--- config.mk ---
export PLATFORM = sky130hd
export DESIGN_NAME = nmea_sentence_framer_unit
export DESIGN_NICKNAME = d
export VERILOG_FILES = /design/src/hdl/nsf_pkg.sv /design/src/hdl/nsf_in_stage.sv /design/src/hdl/nsf_frame_core.sv /design/src/hdl/nmea_sentence_framer_unit.sv
export SDC_FILE = /design/constraint.sdc
export NUM_CORES = 1
export LEC_CHECK = 0
export BUFFER_PORTS_ARGS = -buffer_cell sky130_fd_sc_hd__buf_2
export CAP_MARGIN = 0
export CORE_MARGIN = 3
export CORE_UTILIZATION = 60
export DETAILED_ROUTE_END_ITERATION = 10
export PLACE_DENSITY = 0.82
export SKIP_LAST_GASP = 1
export SYNTH_ARGS = -nofsm -noshare
export SYNTH_HDL_FRONTEND = slang
export SYNTH_HIERARCHICAL = 1
export SYNTH_SLANG_ARGS = --single-unit
--- constraint.sdc ---
create_clock -name clock -period 29.3 [get_ports clock]
set_input_delay 2.93 -clock clock [delete_from_list [all_inputs] [get_ports clock]]
set_output_delay 2.93 -clock clock [all_outputs]
set_load 0.1 [all_outputs]
--- src/hdl/nsf_pkg.sv ---
// Package for the NMEA sentence framer: character codes, the status encoding,
// the framing result record and the reset defaults. No dependencies.
package nsf_pkg;

   localparam int unsigned LimitWidth         = 7;
   localparam int unsigned ByteWidth          = 8;
   localparam int unsigned CountOutWidth      = 32;
   localparam int unsigned CounterWidthDefault = 32;
   localparam logic [LimitWidth-1:0] LimitReset = 7'd82;

   localparam logic [ByteWidth-1:0] CharDollar  = 8'h24;
   localparam logic [ByteWidth-1:0] CharBang    = 8'h21;
   localparam logic [ByteWidth-1:0] CharLineEnd = 8'h0A;

   typedef enum logic [2:0] {
      ST_IGNORED  = 3'd0,
      ST_START    = 3'd1,
      ST_STORED   = 3'd2,
      ST_COMPLETE = 3'd3,
      ST_RESTART  = 3'd4,
      ST_OVERRUN  = 3'd5
   } status_type;

   typedef struct packed {
      status_type                 status;
      logic [LimitWidth-1:0]      position;
      logic [CountOutWidth-1:0]   completion_count;
      logic [CountOutWidth-1:0]   restart_count;
      logic [CountOutWidth-1:0]   overrun_count;
   } frame_result_type;

endpackage

--- src/hdl/nsf_in_stage.sv ---
// Input register of the NMEA sentence framer: captures one byte transaction
// and holds it until the framing stage takes it. Depends on nsf_pkg.
module nsf_in_stage
   import nsf_pkg::*;
(
   input  logic                 clock,
   input  logic                 reset,
   input  logic                 req_valid,
   input  logic [ByteWidth-1:0] req_in_byte,
   input  logic                 advance,
   output logic                 stage_valid,
   output logic [ByteWidth-1:0] stage_byte
);

   logic                 valid_ff;
   logic                 valid_in;
   logic [ByteWidth-1:0] byte_ff;
   logic [ByteWidth-1:0] byte_in;

   // load when the stage is free or being drained, hold otherwise
   assign valid_in = advance ? req_valid : valid_ff;
   assign byte_in  = (advance && req_valid) ? req_in_byte : byte_ff;

   always_ff @(posedge clock) begin
      if (reset) begin
         valid_ff <= 1'b0;
      end else begin
         valid_ff <= valid_in;
      end
   end

   always_ff @(posedge clock) begin
      byte_ff <= byte_in;
   end

   assign stage_valid = valid_ff;
   assign stage_byte  = byte_ff;

endmodule

--- src/hdl/nsf_frame_core.sv ---
// Framing state and decision logic: classifies one byte against the receive
// state and length limit, updates the position and counters. Depends on nsf_pkg.
module nsf_frame_core
   import nsf_pkg::*;
#(
   parameter int unsigned COUNTER_WIDTH = CounterWidthDefault
)(
   input  logic                  clock,
   input  logic                  reset,
   input  logic                  step,
   input  logic [ByteWidth-1:0]  in_byte,
   input  logic [LimitWidth-1:0] length_limit,
   output frame_result_type      result
);

   logic                     receiving_ff, receiving_in;
   logic [LimitWidth-1:0]    next_pos_ff, next_pos_in;
   logic [COUNTER_WIDTH-1:0] completions_ff, completions_in;
   logic [COUNTER_WIDTH-1:0] restarts_ff, restarts_in;
   logic [COUNTER_WIDTH-1:0] overruns_ff, overruns_in;

   logic                     is_start;
   logic [LimitWidth:0]      pos_plus_one;
   logic                     too_long;
   status_type               status;
   logic [LimitWidth-1:0]    position;
   logic [63:0]              completions_wide, restarts_wide, overruns_wide;

   assign is_start     = (in_byte == CharDollar) || (in_byte == CharBang);
   assign pos_plus_one = {1'b0, next_pos_ff} + 1'b1;
   assign too_long     = pos_plus_one > {1'b0, length_limit};

   always_comb begin
      receiving_in   = receiving_ff;
      next_pos_in    = next_pos_ff;
      completions_in = completions_ff;
      restarts_in    = restarts_ff;
      overruns_in    = overruns_ff;
      status         = ST_IGNORED;
      position       = '0;
      if (!receiving_ff) begin
         if (is_start) begin
            receiving_in = 1'b1;
            next_pos_in  = LimitWidth'(1);
            status       = ST_START;
         end
      end else if (in_byte == CharLineEnd) begin
         completions_in = completions_ff + 1'b1;
         receiving_in   = 1'b0;
         status         = ST_COMPLETE;
         position       = next_pos_ff;
      end else if (is_start) begin
         restarts_in = restarts_ff + 1'b1;
         next_pos_in = LimitWidth'(1);
         status      = ST_RESTART;
      end else if (too_long) begin
         overruns_in  = overruns_ff + 1'b1;
         receiving_in = 1'b0;
         status       = ST_OVERRUN;
         position     = next_pos_ff;
      end else begin
         next_pos_in = pos_plus_one[LimitWidth-1:0];
         status      = ST_STORED;
         position    = next_pos_ff;
      end
   end

   always_ff @(posedge clock) begin
      if (reset) begin
         receiving_ff   <= 1'b0;
         next_pos_ff    <= '0;
         completions_ff <= '0;
         restarts_ff    <= '0;
         overruns_ff    <= '0;
      end else if (step) begin
         receiving_ff   <= receiving_in;
         next_pos_ff    <= next_pos_in;
         completions_ff <= completions_in;
         restarts_ff    <= restarts_in;
         overruns_ff    <= overruns_in;
      end
   end

   // report the low bits of the counters after this byte
   assign completions_wide = 64'(completions_in);
   assign restarts_wide    = 64'(restarts_in);
   assign overruns_wide    = 64'(overruns_in);

   assign result.status           = status;
   assign result.position         = position;
   assign result.completion_count = completions_wide[CountOutWidth-1:0];
   assign result.restart_count    = restarts_wide[CountOutWidth-1:0];
   assign result.overrun_count    = overruns_wide[CountOutWidth-1:0];

`ifndef NO_ASSERTIONS
   a_complete_counts: assert property (@(posedge clock) disable iff (reset)
      step && (status == ST_COMPLETE) |=>
         completions_ff == COUNTER_WIDTH'($past(completions_ff) + 1'b1))
      else $error("completion counter did not advance on a completed sentence");

   a_overrun_drops: assert property (@(posedge clock) disable iff (reset)
      step && (status == ST_OVERRUN) |=> !receiving_ff)
      else $error("framer still receiving after an overrun");

   a_hold_when_idle: assert property (@(posedge clock) disable iff (reset)
      !step |=> $stable(receiving_ff) && $stable(next_pos_ff) && $stable(overruns_ff))
      else $error("framing state changed without a byte");

   a_restart_position: assert property (@(posedge clock) disable iff (reset)
      step && (status == ST_START || status == ST_RESTART) |=> next_pos_ff == LimitWidth'(1))
      else $error("start of sentence did not reset the position");
`endif

endmodule

--- src/hdl/nmea_sentence_framer_unit.sv ---
// Top level of the NMEA sentence framer: length-limit register, input stage,
// framing core and result register. Depends on nsf_pkg, nsf_in_stage, nsf_frame_core.
//
// Usage:
//   req_ channel carries one received byte per transaction (req_in_byte).
//   rsp_ channel returns exactly one result per byte: status, the byte, its
//   sentence position and the completion, restart and overrun counters.
//   csr_write_enable/csr_write_data write the 7-bit length limit (reset 82);
//   write it only while no transaction is in flight.
// Path: a byte accepted into the input register is framed and presented on rsp_
//   from the result register (two register stages: input register, result register).
// Throughput: one byte per cycle while rsp_stall is not holding a result; the framing
//   decision is a few byte compares, a 7-bit add/compare and the counter increments,
//   all combinational between the input register and the result register.
// Reset: synchronous, active high. Clears both stage valids, the receive
//   state, the position and all counters, and reloads the limit to 82.
// Stall: while rsp_stall holds a valid result, the result register holds;
//   one more byte may sit in the input register, after which req_stall rises.
module nmea_sentence_framer_unit
   import nsf_pkg::*;
#(
   parameter int unsigned COUNTER_WIDTH = CounterWidthDefault
)(
   input  logic                     clock,
   input  logic                     reset,
   input  logic                     req_valid,
   output logic                     req_stall,
   input  logic [ByteWidth-1:0]     req_in_byte,
   output logic                     rsp_valid,
   input  logic                     rsp_stall,
   output logic [2:0]               rsp_status,
   output logic [ByteWidth-1:0]     rsp_out_byte,
   output logic [LimitWidth-1:0]    rsp_position,
   output logic [CountOutWidth-1:0] rsp_completion_count,
   output logic [CountOutWidth-1:0] rsp_restart_count,
   output logic [CountOutWidth-1:0] rsp_overrun_count,
   input  logic                     csr_write_enable,
   input  logic [LimitWidth-1:0]    csr_write_data
);

   logic [LimitWidth-1:0] limit_ff;
   logic [LimitWidth-1:0] limit_in;

   logic                  stage_valid;
   logic [ByteWidth-1:0]  stage_byte;
   logic                  out_free;
   logic                  in_advance;
   logic                  step;
   frame_result_type      result;

   logic                  rsp_valid_ff, rsp_valid_in;
   frame_result_type      rsp_result_ff, rsp_result_in;
   logic [ByteWidth-1:0]  rsp_byte_ff, rsp_byte_in;

   // length limit register
   assign limit_in = csr_write_enable ? csr_write_data : limit_ff;

   always_ff @(posedge clock) begin
      if (reset) begin
         limit_ff <= LimitReset;
      end else begin
         limit_ff <= limit_in;
      end
   end

   // result register drains when empty or taken; input stage advances with it
   assign out_free   = !rsp_valid_ff || !rsp_stall;
   assign in_advance = !stage_valid || out_free;
   assign step       = stage_valid && out_free;
   assign req_stall  = !in_advance;

   nsf_in_stage u_in_stage (
      .clock       (clock),
      .reset       (reset),
      .req_valid   (req_valid),
      .req_in_byte (req_in_byte),
      .advance     (in_advance),
      .stage_valid (stage_valid),
      .stage_byte  (stage_byte)
   );

   nsf_frame_core #(
      .COUNTER_WIDTH (COUNTER_WIDTH)
   ) u_frame_core (
      .clock        (clock),
      .reset        (reset),
      .step         (step),
      .in_byte      (stage_byte),
      .length_limit (limit_ff),
      .result       (result)
   );

   // load a new result on each step, hold it while stalled
   assign rsp_valid_in  = out_free ? stage_valid : rsp_valid_ff;
   assign rsp_result_in = step ? result : rsp_result_ff;
   assign rsp_byte_in   = step ? stage_byte : rsp_byte_ff;

   always_ff @(posedge clock) begin
      if (reset) begin
         rsp_valid_ff <= 1'b0;
      end else begin
         rsp_valid_ff <= rsp_valid_in;
      end
   end

   always_ff @(posedge clock) begin
      rsp_result_ff <= rsp_result_in;
      rsp_byte_ff   <= rsp_byte_in;
   end

   assign rsp_valid            = rsp_valid_ff;
   assign rsp_status           = rsp_result_ff.status;
   assign rsp_out_byte         = rsp_byte_ff;
   assign rsp_position         = rsp_result_ff.position;
   assign rsp_completion_count = rsp_result_ff.completion_count;
   assign rsp_restart_count    = rsp_result_ff.restart_count;
   assign rsp_overrun_count    = rsp_result_ff.overrun_count;

`ifndef NO_ASSERTIONS
   a_step_fills_output: assert property (@(posedge clock) disable iff (reset)
      step |=> rsp_valid_ff)
      else $error("framed byte did not reach the result register");

   a_no_step_when_blocked: assert property (@(posedge clock) disable iff (reset)
      rsp_valid_ff && rsp_stall |-> !step)
      else $error("result overwritten while stalled");

   a_ignored_at_zero: assert property (@(posedge clock) disable iff (reset)
      rsp_valid_ff && (rsp_result_ff.status == ST_IGNORED || rsp_result_ff.status == ST_START
         || rsp_result_ff.status == ST_RESTART) |-> rsp_result_ff.position == '0)
      else $error("nonzero position on an ignored, start or restart result");
`endif

endmodule
Word level (Yosys, flattened, before mapping):

Index checks and enable logic that the tools add are counted.

* flip-flop bits (word level): 235
* input port bits: 20
* output and inout bits: 116
* word-level logic and storage cells: 62

* add/subtract/negate cells: 4
* $lt $le $gt $ge: 1
* equal/unequal tests: 5
* multiplexer cells: 26
* reduce and logical (&&, ||, !) cells: 11

Operator list (count)
* 32-bit two-way mux: 9
* 32-bit by 1-bit adder with 32-bit output (second input constant): 3
* 7-bit two-way mux: 7
* 8-bit by 6-bit equality test with 1-bit output (second input constant): 2
* 3-bit two-way mux: 4
* 7-bit by 1-bit adder with 8-bit output (second input constant): 1
* 8-bit by 4-bit equality test with 1-bit output (second input constant): 1
* 8-bit by 7-bit > comparator with 1-bit output: 1
* 1-bit two-way mux: 6
* 1-bit zero test: 4
* 4-bit AND reduction: 1
* 1-bit logical OR: 3
* 1-bit logical AND: 2
* 2-bit by 1-bit != test with 1-bit output (second input constant): 1
* 2-bit != test (second input constant): 1
* 2-bit nonzero test: 1

Depth between registers and ports, before layout:

Gate-level depths: netlist (run 1).

* depth in word-level cells: 6
* depth in mapped cells: 13
* mapped depth without buffers: 11

Hierarchy:

The synthesis (run 1) kept the hierarchy.

Modules (own cells, without submodules)
* nsf_frame_core: times used 1, cells each 876, area each 6725.2 µm², seq. area each 2082.0 µm²
* nmea_sentence_framer_unit: times used 1, cells each 143, area each 3733.6 µm², seq. area each 3583.4 µm²
* nsf_in_stage: times used 1, cells each 12, area each 281.5 µm², seq. area each 260.2 µm²

Worst setup path after synthesis (run 1):

No wires, ideal clock.

* kind: input -> register
* from: input port rsp_stall
* to: register u_frame_core.restarts_ff[21]
* library setup time: 0.070 ns
* data arrival time: 14.924 ns
* required time: 29.230 ns
* path slack: 14.306 ns
* cell stages on the path: 6
* buffers on the path: 1
* cells stage by stage: a21boi_0 nand3_1 or2_2 clkbuf_1 or3_1 a21oi_1

* cells in the longest elaborated chain, start to end: 3

RTL lines
* from (decl): line nmea_sentence_framer_unit.sv:30 `input logic rsp_stall,`
* 1-bit zero test: line nmea_sentence_framer_unit.sv:67 `assign out_free = !rsp_valid_ff || !rsp_stall;`
* 1-bit logical OR: line nmea_sentence_framer_unit.sv:67
* 1-bit logical AND: line nmea_sentence_framer_unit.sv:69 `assign step = stage_valid && out_free;`
* to (signal assigned): line nsf_frame_core.sv:79 `restarts_ff <= restarts_in;`
* to (decl): line nsf_frame_core.sv:19 `logic [COUNTER_WIDTH-1:0] restarts_ff, restarts_in;`

No other way between the ends.
A chain may end at the register's enable or synchronous reset.

Worst setup path after layout (run 1):

* from: input port rsp_stall
* to: output port req_stall

* cells in the longest elaborated chain, start to end: 4

RTL lines
* 1-bit zero test: line nmea_sentence_framer_unit.sv:67
* 1-bit logical OR: line nmea_sentence_framer_unit.sv:67
* 1-bit logical OR: line nmea_sentence_framer_unit.sv:68 `assign in_advance = !stage_valid || out_free;`
* 1-bit zero test: line nmea_sentence_framer_unit.sv:70 `assign req_stall = !in_advance;`
* to (decl): line nmea_sentence_framer_unit.sv:27 `output logic req_stall,`

No other way between the ends.

==> results of run 1 <==
## worst max-delay path, stage by stage
cell,delay (ns)
buf_2,0.12
and3_1,0.18
buf_2,0.43
## path summary, 6_finish.rpt
kind                          startpoint  slack, ns               endpoint  depth (start not counted)
min reg2reg     u_in_stage/stage_byte[5]       0.49        rsp_out_byte[5]                          0
min             u_in_stage/stage_byte[5]       0.49        rsp_out_byte[5]                          0
max                            rsp_stall      22.71              req_stall                          3
max reg2reg  u_frame_core/next_pos_ff[0]      25.55  rsp_overrun_count[14]                         11
## power breakdown
group          internal [uW]  switching, uW  total [uW]
logic                   8.59           68.4        77.0
registers                355           3.50         358
clock network            201            125         327
total                    565            197         762
## cell type report
cell class / instances / area [um^2]
clock inverters: 17 / 221
flip-flops and latches: 235 / 5930
inverters: 15 / 56.3
repair buffers: 142 / 731
multi-input cells: 731 / 4570
fillers: 1300 / 4990
well taps: 225 / 282
clock buffers: 29 / 641
## kinds of logic (layout without fill, tap and decap cells)
kind of cell    Yosys count  count (layout)  share of synthesized area
mux                       8               8                    0.00769
fa+ha+maj                11              11                     0.0128
compound gates          120             120                     0.0678
xor+xnor                152             152                      0.124
flops                   235             235                      0.552
simple gates            440             440                      0.212
buf+inv                  65             203                     0.0239
## sequential cells by signal, indices dropped and copies added (netlist names), 8 cells and up
signal	flops
rsp_restart_count	32
u_in_stage/stage_byte	8
rsp_overrun_count	32
u_frame_core/restarts_ff	32
rsp_out_byte	8
u_frame_core/completions_ff	32
rsp_completion_count	32
u_frame_core/overruns_ff	32
## synth_stat cells (2+ instances only)
cell	count	area, um^2
nand2_1	84	315
nor2_1	114	428
nand3_1	54	270
nor2b_2	3	26.3
inv_1	15	56.3
or4_1	7	52.6
or2_2	8	50.1
o2111ai_1	5	43.8
o21a_1	2	15.0
edfxtp_1	122	3660
mux2i_1	6	60.1
xnor2_1	61	534
clkbuf_1	44	165
nor2b_1	3	18.8
a31o_2	2	17.5
nor4_1	11	68.8
a31oi_1	3	18.8
nor4_4	2	42.5
mux2_2	2	22.5
nand4_1	32	200
a22o_1	3	26.3
buf_2	4	20.0
and4_1	12	105
o31ai_1	7	52.6
o21ai_0	35	175
or4_4	2	22.5
ha_1	11	138
and3_1	25	156
xor2_1	91	797
a21oi_1	42	210
o211ai_1	4	30.0
and2_1	9	56.3
dfxtp_1	113	2260
a211o_1	4	35.0
or3_1	33	206
nor3_1	29	145
a211oi_1	6	45.0
## per-layer routing
metal	vias up	wire [um]
met2	269	10500
li1	3917	-
met5	-	0
met4	0	459
met1	3834	9790
met3	45	1620
## metrics by stage
step,total power [uW],util
4_1_cts,767,0.713
6_report,762,0.713
2_1_floorplan,433,-
5_1_grt,785,0.713
3_3_place_gp,442,0.664
3_5_place_dp,443,0.664
==> results.sh, run 1 <==
export IMPL_vias_per_cell=5.79
export IMPL_design_area_mm2=0.0124
export IMPL_place_congestion=0.866
export IMPL_power_density_mw_per_mm2=61.3
export IMPL_mostFrequentLayoutCells="buf_2, edfxtp_1, nor2_1"
export IMPL_slew_headroom=0.280
export IMPL_numPortBuffers=135
export IMPL_nets=1181
export IMPL_drive_gt1_frac=0.180
export IMPL_rows=48
export IMPL_rsz0062_at_grt="false"
export IMPL_ios=136
export IMPL_worstSetupPathType="input pin to output pin"
export IMPL_finalSetupViolCount=0
export IMPL_totalWireLength_um=22400
export IMPL_required_ns=26.37
export IMPL_antenna_found_initial=0
export IMPL_grt_pass1_wl_um=36800
export IMPL_grt_total_usage=0.223
export IMPL_vias=8065
export IMPL_numCtsBuffers=25
export IMPL_h_tree_depth=1
export IMPL_place_ws_ns=22.71
export IMPL_antenna_left=0
export IMPL_die_h_um=140
export IMPL_tns_ns=0
export IMPL_cap_violations=0
export IMPL_hold_class="flop to flop"
export IMPL_path_clk_slew_ns=0.06
export IMPL_end_kind="output pin"
export IMPL_ctsHoldBuffers=0
export IMPL_syn_cell_area_mm2=0.0107
export IMPL_synthesis_nets=1062
export IMPL_grt_use_met3=0.0450
export IMPL_cts_root_buf="clkbuf_16"
export IMPL_outcome="finished, final reports clean"
export IMPL_critical_path_arrival_ns=3.66
export IMPL_synth_cell_types=58
export IMPL_period_share=0.225
export IMPL_whs_ns=0.487
export IMPL_ys_warn_count=6
export IMPL_die_w_um=140
export IMPL_grt_max_degree=80
export IMPL_placed_area_mm2=0.0116
export IMPL_final_setup_worst_slack_ns=22.71
export IMPL_cts_tree="done"
export IMPL_synth_area_per_cell_um2=10.4
export IMPL_wire_per_inst_um=16.0
export IMPL_fin_cells=1394
export IMPL_clk_path_buf_depth=3
export IMPL_yosysSeqAreaShare=0.552
export IMPL_cts_setup_buffers=0
export IMPL_dp_cells=1348
export IMPL_drc=0
export IMPL_max_clock_freq_mhz=152
export IMPL_syn_inst=1031
export IMPL_synth_edf_count=122
export IMPL_start_kind="input pin"
export IMPL_first_global_vias=7610
export IMPL_fp_coreArea_mm2=0.0174
export IMPL_dr_pass1_iters=5
export IMPL_drt_iter0_drc=481
export IMPL_start_util=0.617
export IMPL_syn_to_final_growth_pct=15.7
export IMPL_p_leak_uw=0.00460
export IMPL_die_area_mm2=0.0195
export IMPL_finalCriticalPeriod_ns=6.59
export IMPL_clkSinkCount=235
export IMPL_use_met1=0.312
export IMPL_use_met2=0.353
export IMPL_clock_skew_ns=0.0126
export IMPL_layout_commonest_cell="buf_2"
export IMPL_slew_viol_final=0
export IMPL_tightest_slew_ns=1.07
export IMPL_dp_hpwl_um=14800
export IMPL_peakVddDrop_mv=0.0578
export IMPL_clk_latency_ns=0.52
export IMPL_post_cts_resized=0
export IMPL_hold_violations=0
export IMPL_synth_ff_type="edfxtp_1"
export IMPL_antennaDiodeCount=0
export IMPL_ys_ff_latch=235
export IMPL_overflow=0
export IMPL_worstPathMaxFanout=3
export IMPL_grt_busiest_layer="met2"
export IMPL_synth_async_sr_flop_share=0
(Power assumes the default switching activity.)
==> run 2: changes to the inputs <==
--- a/config.mk
+++ b/config.mk
@@ -8,9 +8,9 @@
 export BUFFER_PORTS_ARGS = -buffer_cell sky130_fd_sc_hd__buf_2
 export CAP_MARGIN = 0
 export CORE_MARGIN = 3
-export CORE_UTILIZATION = 60
+export CORE_UTILIZATION = 52
 export DETAILED_ROUTE_END_ITERATION = 10
-export PLACE_DENSITY = 0.82
+export PLACE_DENSITY = 0.76
 export SKIP_LAST_GASP = 1
 export SYNTH_ARGS = -nofsm -noshare
 export SYNTH_HDL_FRONTEND = slang
==> constraint.sdc (replaced) <==
create_clock -name clock -period 5.7 [get_ports clock]
set_input_delay 0.57 -clock clock [delete_from_list [all_inputs] [get_ports clock]]
set_output_delay 0.57 -clock clock [all_outputs]
set_load 0.1 [all_outputs]
==> run 2 against run 1 <==
  * Wire length down 0.86%
  * Total power rose to 5.1 times the previous value
  * Combinational power increased to 5.2 times the previous value
  * Highest routed layer unchanged
  * Sequential share of layout area down 0.081 points
  * Setup slack lost 21 ns
  * Critical path type is now flop to flop
  * Design area up 0.17%
  * Largest cell class unchanged
  * Critical path depth increased by 8
  * Critical endpoint is now rsp_overrun_count[14]
  * Via count decreased by 2.3%
==> results.sh, run 2 (synthesis results as in run 1) <==
export IMPL_slew_viol_final=0
export IMPL_grt_busiest_layer="met2"
export IMPL_fp_coreArea_mm2=0.0198
export IMPL_use_met1=0.268
export IMPL_antenna_left=0
export IMPL_totalWireLength_um=22200
export IMPL_clk_path_buf_depth=3
export IMPL_peakVddDrop_mv=0.208
export IMPL_clk_latency_ns=0.51
export IMPL_finalCriticalPeriod_ns=3.64
export IMPL_power_density_mw_per_mm2=311
export IMPL_max_clock_freq_mhz=275
export IMPL_vias=7881
export IMPL_path_clk_slew_ns=0.06
export IMPL_rsz0062_at_grt="false"
export IMPL_slew_headroom=0.334
export IMPL_period_share=0.638
export IMPL_outcome="finished, final reports clean"
export IMPL_tightest_slew_ns=0.993
export IMPL_antennaDiodeCount=0
export IMPL_vias_per_cell=5.50
export IMPL_first_global_vias=7201
export IMPL_drc=0
export IMPL_post_cts_resized=0
export IMPL_syn_to_final_growth_pct=15.9
export IMPL_worstSetupPathType="flop to flop"
export IMPL_dp_hpwl_um=14800
export IMPL_clock_skew_ns=0.00829
export IMPL_ios=136
export IMPL_numPortBuffers=135
export IMPL_dp_cells=1387
export IMPL_finalSetupViolCount=0
export IMPL_drive_gt1_frac=0.172
export IMPL_fin_cells=1432
export IMPL_start_util=0.541
export IMPL_layout_commonest_cell="buf_2"
export IMPL_critical_path_arrival_ns=3.89
export IMPL_required_ns=5.96
export IMPL_nets=1180
export IMPL_die_w_um=150
export IMPL_drt_iter0_drc=468
export IMPL_mostFrequentLayoutCells="buf_2, edfxtp_1, nor2_1"
export IMPL_hold_violations=0
export IMPL_grt_total_usage=0.193
export IMPL_cts_root_buf="clkbuf_16"
export IMPL_cts_tree="done"
export IMPL_p_leak_uw=0.00457
export IMPL_tns_ns=0
export IMPL_antenna_found_initial=0
export IMPL_rows=51
export IMPL_fillCellCount=1614
export IMPL_start_kind="flop"
export IMPL_grt_max_degree=138
export IMPL_h_tree_depth=1
export IMPL_grt_pass1_wl_um=35900
export IMPL_numCtsBuffers=25
export IMPL_cap_violations=0
export IMPL_end_kind="flop"
export IMPL_use_met2=0.317
export IMPL_grt_use_met3=0.0321
export IMPL_place_congestion=0.874
export IMPL_worstPathMaxFanout=8
export IMPL_cts_setup_buffers=0
export IMPL_overflow=0
export IMPL_wire_per_inst_um=15.5
export IMPL_die_area_mm2=0.0224
export IMPL_die_h_um=150
export IMPL_hold_class="input pin to flop"
export IMPL_ctsHoldBuffers=0
export IMPL_dr_pass1_iters=5
export IMPL_clkSinkCount=235
[run 2: cell count changes in the layout (fill, tap and decap cells not counted), sizes merged]
cell	previous run	this run
clkinv	9	6
bufinv	5	4
clkbuf	29	35
inv	16	15
buf	142	141
clkinvlp	2	0
[run 2: routing by layer]
| layer | share of wire | up-vias |
|---|---|---|
| met3 | 0.057 | 31 |
| met1 | 0.45 | 3735 |
| li1 | - | 3916 |
| met5 | 0 | - |
| met2 | 0.47 | 199 |
| met4 | 0.018 | 0 |
[run 2: final timing paths]
kind | slack, ns | cells after the start | start | endpoint
worst max-delay path | 2.06 | 11 | u_frame_core/next_pos_ff[0] | rsp_overrun_count[14]
worst min-delay path | 0.24 | 1 | req_in_byte[7] | u_in_stage/stage_byte[7]
worst max register to register | 2.06 | 11 | u_frame_core/next_pos_ff[0] | rsp_overrun_count[14]
worst min register to register | 0.48 | 0 | u_in_stage/stage_byte[3] | rsp_out_byte[3]
[run 2: cell type report]
| class | instances | area, um^2 | share of cell area |
|---|---|---|---|
| clock buffers | 35 | 683 | 0.0549 |
| clock inverters | 10 | 145 | 0.0117 |
| inverters | 15 | 56.3 | 0.00452 |
| multi-input cells | 731 | 4570 | 0.367 |
| flip-flops and latches | 235 | 5930 | 0.476 |
| well taps | 265 | 332 | 0.0266 |
| repair buffers | 141 | 736 | 0.0591 |
[run 2: per-stage QoR]
step	hold slack, ns	util	setup WS, ns	power, uW	area [um^2]
global route	0.218	0.627	1.70	4010	12400
detailed placement	0.463	0.585	2.13	2280	11600
global placement	0.459	0.585	2.28	2280	11600
floorplan	0.433	-	0.918	2220	10800
CTS	0.216	0.627	2.12	3910	12400
finish	0.238	0.627	2.06	3870	12400
[run 2: critical path, cell delays in order (launching register included)]
cell	delay, ns
dfxtp_1	0.43
ha_1	0.26
nand3_1	0.17
nor2_1	0.17
xor2_1	0.23
ha_1	0.31
and3_1	0.16
a22oi_1	0.23
a31oi_1	0.15
a211oi_1	0.89
nand4_1	0.20
xnor2_1	0.18
[run 2: power breakdown]
part / total [uW] / switching, uW / internal (uW) / leakage [uW]
logic: 397 / 352 / 44.7 / 0.00217
clock network: 1630 / 621 / 1010 / 0.000403
registers: 1840 / 19.1 / 1820 / 0.00200
==> run 3: changes to the inputs <==
--- a/config.mk
+++ b/config.mk
@@ -8,9 +8,9 @@
 export BUFFER_PORTS_ARGS = -buffer_cell sky130_fd_sc_hd__buf_2
 export CAP_MARGIN = 0
 export CORE_MARGIN = 3
-export CORE_UTILIZATION = 52
+export CORE_UTILIZATION = 58
 export DETAILED_ROUTE_END_ITERATION = 10
-export PLACE_DENSITY = 0.76
+export PLACE_DENSITY = 0.8
 export SKIP_LAST_GASP = 1
 export SYNTH_ARGS = -nofsm -noshare
 export SYNTH_HDL_FRONTEND = slang
==> constraint.sdc (replaced) <==
create_clock -name clock -period 3.7 [get_ports clock]
set_input_delay 0.37 -clock clock [delete_from_list [all_inputs] [get_ports clock]]
set_output_delay 0.37 -clock clock [all_outputs]
set_load 0.1 [all_outputs]
==> run 3 against run 2 <==
  * Non-clock buffer count is 7 higher
  * First-iteration DRC count increased by 3.4%
  * Clock power up 53%
  * Setup slack lost 1.7 ns
  * Maximum frequency rose by 9.6%
  * Die area decreased by 9.9%
  * Clock skew up 0.0064 ns
  * Flip-flop and latch count stayed put
  * Highest routed layer unchanged
  * Utilization rose by 6.4 points
  * Critical path type unchanged
==> results.sh, run 3 (synthesis results as in run 1) <==
export IMPL_start_kind="flop"
export IMPL_clock_skew_ns=0.0147
export IMPL_tightest_slew_ns=0.664
export IMPL_multi_input_area_mm2=0.00462
export IMPL_drc=0
export IMPL_first_global_vias=7323
export IMPL_max_clock_freq_mhz=302
export IMPL_timing_rr_start="u_frame_core/next_pos_ff[0]"
export IMPL_drt_iter0_drc=484
export IMPL_cts_tree="done"
export IMPL_vias=7971
export IMPL_grt_max_degree=58
export IMPL_die_h_um=142
export IMPL_hold_class="input pin to flop"
export IMPL_hold_violations=0
export IMPL_place_congestion=0.889
export IMPL_worstReg2RegEnd="u_frame_core/overruns_ff[6]"
export IMPL_antennaDiodeCount=0
export IMPL_cts_root_buf="clkbuf_16"
export IMPL_finalSetupViolCount=0
export IMPL_peakVddDrop_mv=0.294
export IMPL_r2r_cells=12
export IMPL_clk_path_buf_depth=3
export IMPL_start_util=0.594
export IMPL_power_density_mw_per_mm2=476
export IMPL_antenna_left=0
export IMPL_rows=49
export IMPL_worstSetupPathType="flop to flop"
export IMPL_grt_pass1_wl_um=36200
export IMPL_hp_start="req_in_byte[1]"
export IMPL_numCtsBuffers=25
export IMPL_layout_commonest_cell="buf_2"
export IMPL_reg2reg_slack_ns=0.38
export IMPL_die_area_mm2=0.0202
export IMPL_die_w_um=142
export IMPL_design_power_total_uw=5940
export IMPL_grt_total_usage=0.215
export IMPL_h_tree_depth=1
export IMPL_path_clk_slew_ns=0.06
export IMPL_dr_pass1_iters=5
export IMPL_fillCellCount=1347
export IMPL_syn_to_final_growth_pct=16.3
export IMPL_rsz0062_at_grt="false"
export IMPL_dp_hpwl_um=15300
export IMPL_wire_per_inst_um=16.0
export IMPL_clkSinkCount=235
export IMPL_ios=136
export IMPL_fin_cells=1403
export IMPL_cap_violations=0
export IMPL_required_ns=4.13
export IMPL_slew_viol_final=0
export IMPL_nets=1187
export IMPL_period_share=0.896
export IMPL_critical_path_arrival_ns=3.74
export IMPL_vias_per_cell=5.68
export IMPL_clk_latency_ns=0.50
export IMPL_drive_gt1_frac=0.185
export IMPL_end_kind="flop"
export IMPL_tns_ns=0
export IMPL_overflow=0
export IMPL_dp_cells=1358
export IMPL_antenna_found_initial=0
export IMPL_p_leak_uw=0.00461
export IMPL_finalCriticalPeriod_ns=3.32
export IMPL_numPortBuffers=135
export IMPL_fp_coreArea_mm2=0.0181
export IMPL_totalWireLength_um=22500
export IMPL_ctsHoldBuffers=0
export IMPL_mostFrequentLayoutCells="buf_2, edfxtp_1, nor2_1"
export IMPL_final_seq_area_mm2=0.00593
export IMPL_cts_setup_buffers=0
export IMPL_post_cts_resized=0
export IMPL_worstPathMaxFanout=37
export IMPL_slew_headroom=0.554
export IMPL_holdPathEnd="u_in_stage/stage_byte[1]"
export IMPL_outcome="finished, final reports clean"
export IMPL_hold_depth=1
[run 3: power by group]
| group | total (uW) | switching [uW] | internal (uW) |
|---|---|---|---|
| clock | 2490 | 958 | 1540 |
| combinational | 615 | 545 | 69.6 |
| sequential | 2840 | 26.6 | 2810 |
| total | 5940 | 1530 | 4410 |
[run 3: how the worst max path moves through the flow]
| stage | slack, ns | startpoint | end | depth (start not counted) |
|---|---|---|---|---|
| detailed placement | 0.48 | u_frame_core/next_pos_ff[0] | u_frame_core/overruns_ff[6] | 12 |
| global route | 0.15 | u_frame_core/next_pos_ff[0] | u_frame_core/overruns_ff[29] | 12 |
| global placement | 0.62 | u_frame_core/next_pos_ff[0] | u_frame_core/overruns_ff[25] | 12 |
| CTS | 0.43 | u_frame_core/next_pos_ff[0] | u_frame_core/overruns_ff[6] | 12 |
| finish | 0.38 | u_frame_core/next_pos_ff[0] | u_frame_core/overruns_ff[6] | 12 |
| floorplan | -0.59 | rsp_valid | u_frame_core/overruns_ff[23] | 7 |
[run 3: layout make-up]
cell class | count | share of cell area
timing repair buffer | 148 | 0.0621
sequential | 235 | 0.475
inverter | 15 | 0.00451
tap | 229 | 0.0229
multi-input combinational | 731 | 0.370
clock inverter | 7 | 0.00901
clock buffer | 38 | 0.0572
[run 3: worst max-delay path: stages (launching register included)]
cell and delay, ns:
dfxtp_1 0.43, ha_1 0.25, nand3_1 0.18, nor2_1 0.17, xor2_1 0.22, ha_1 0.30
and3_1 0.16, a22oi_1 0.23, a31o_2 0.32, o211ai_1 0.12, buf_4 0.27, or4_1 0.43
a21oi_1 0.15
[run 3: layer usage]
layer / vias to the layer above / share of wire / track usage
li1: 3942 / - / -
met1: 3801 / 0.46 / 0.304
met2: 197 / 0.48 / 0.354
met3: 31 / 0.051 / 0.0333
met4: 0 / 0.015 / 0.0490
met5: - / 0 / 0
[run 3: through the flow]
stage | utilization | area, um^2 | setup WS, ns | hold slack, ns
after CTS | 0.691 | 12500 | 0.431 | 0.0277
after floorplan | - | 10800 | -0.595 | 0.433
final | 0.691 | 12500 | 0.384 | 0.0522
after global routing | 0.691 | 12500 | 0.154 | 0.0268
after global placement | 0.645 | 11700 | 0.622 | 0.454
after detailed placement | 0.645 | 11700 | 0.479 | 0.464
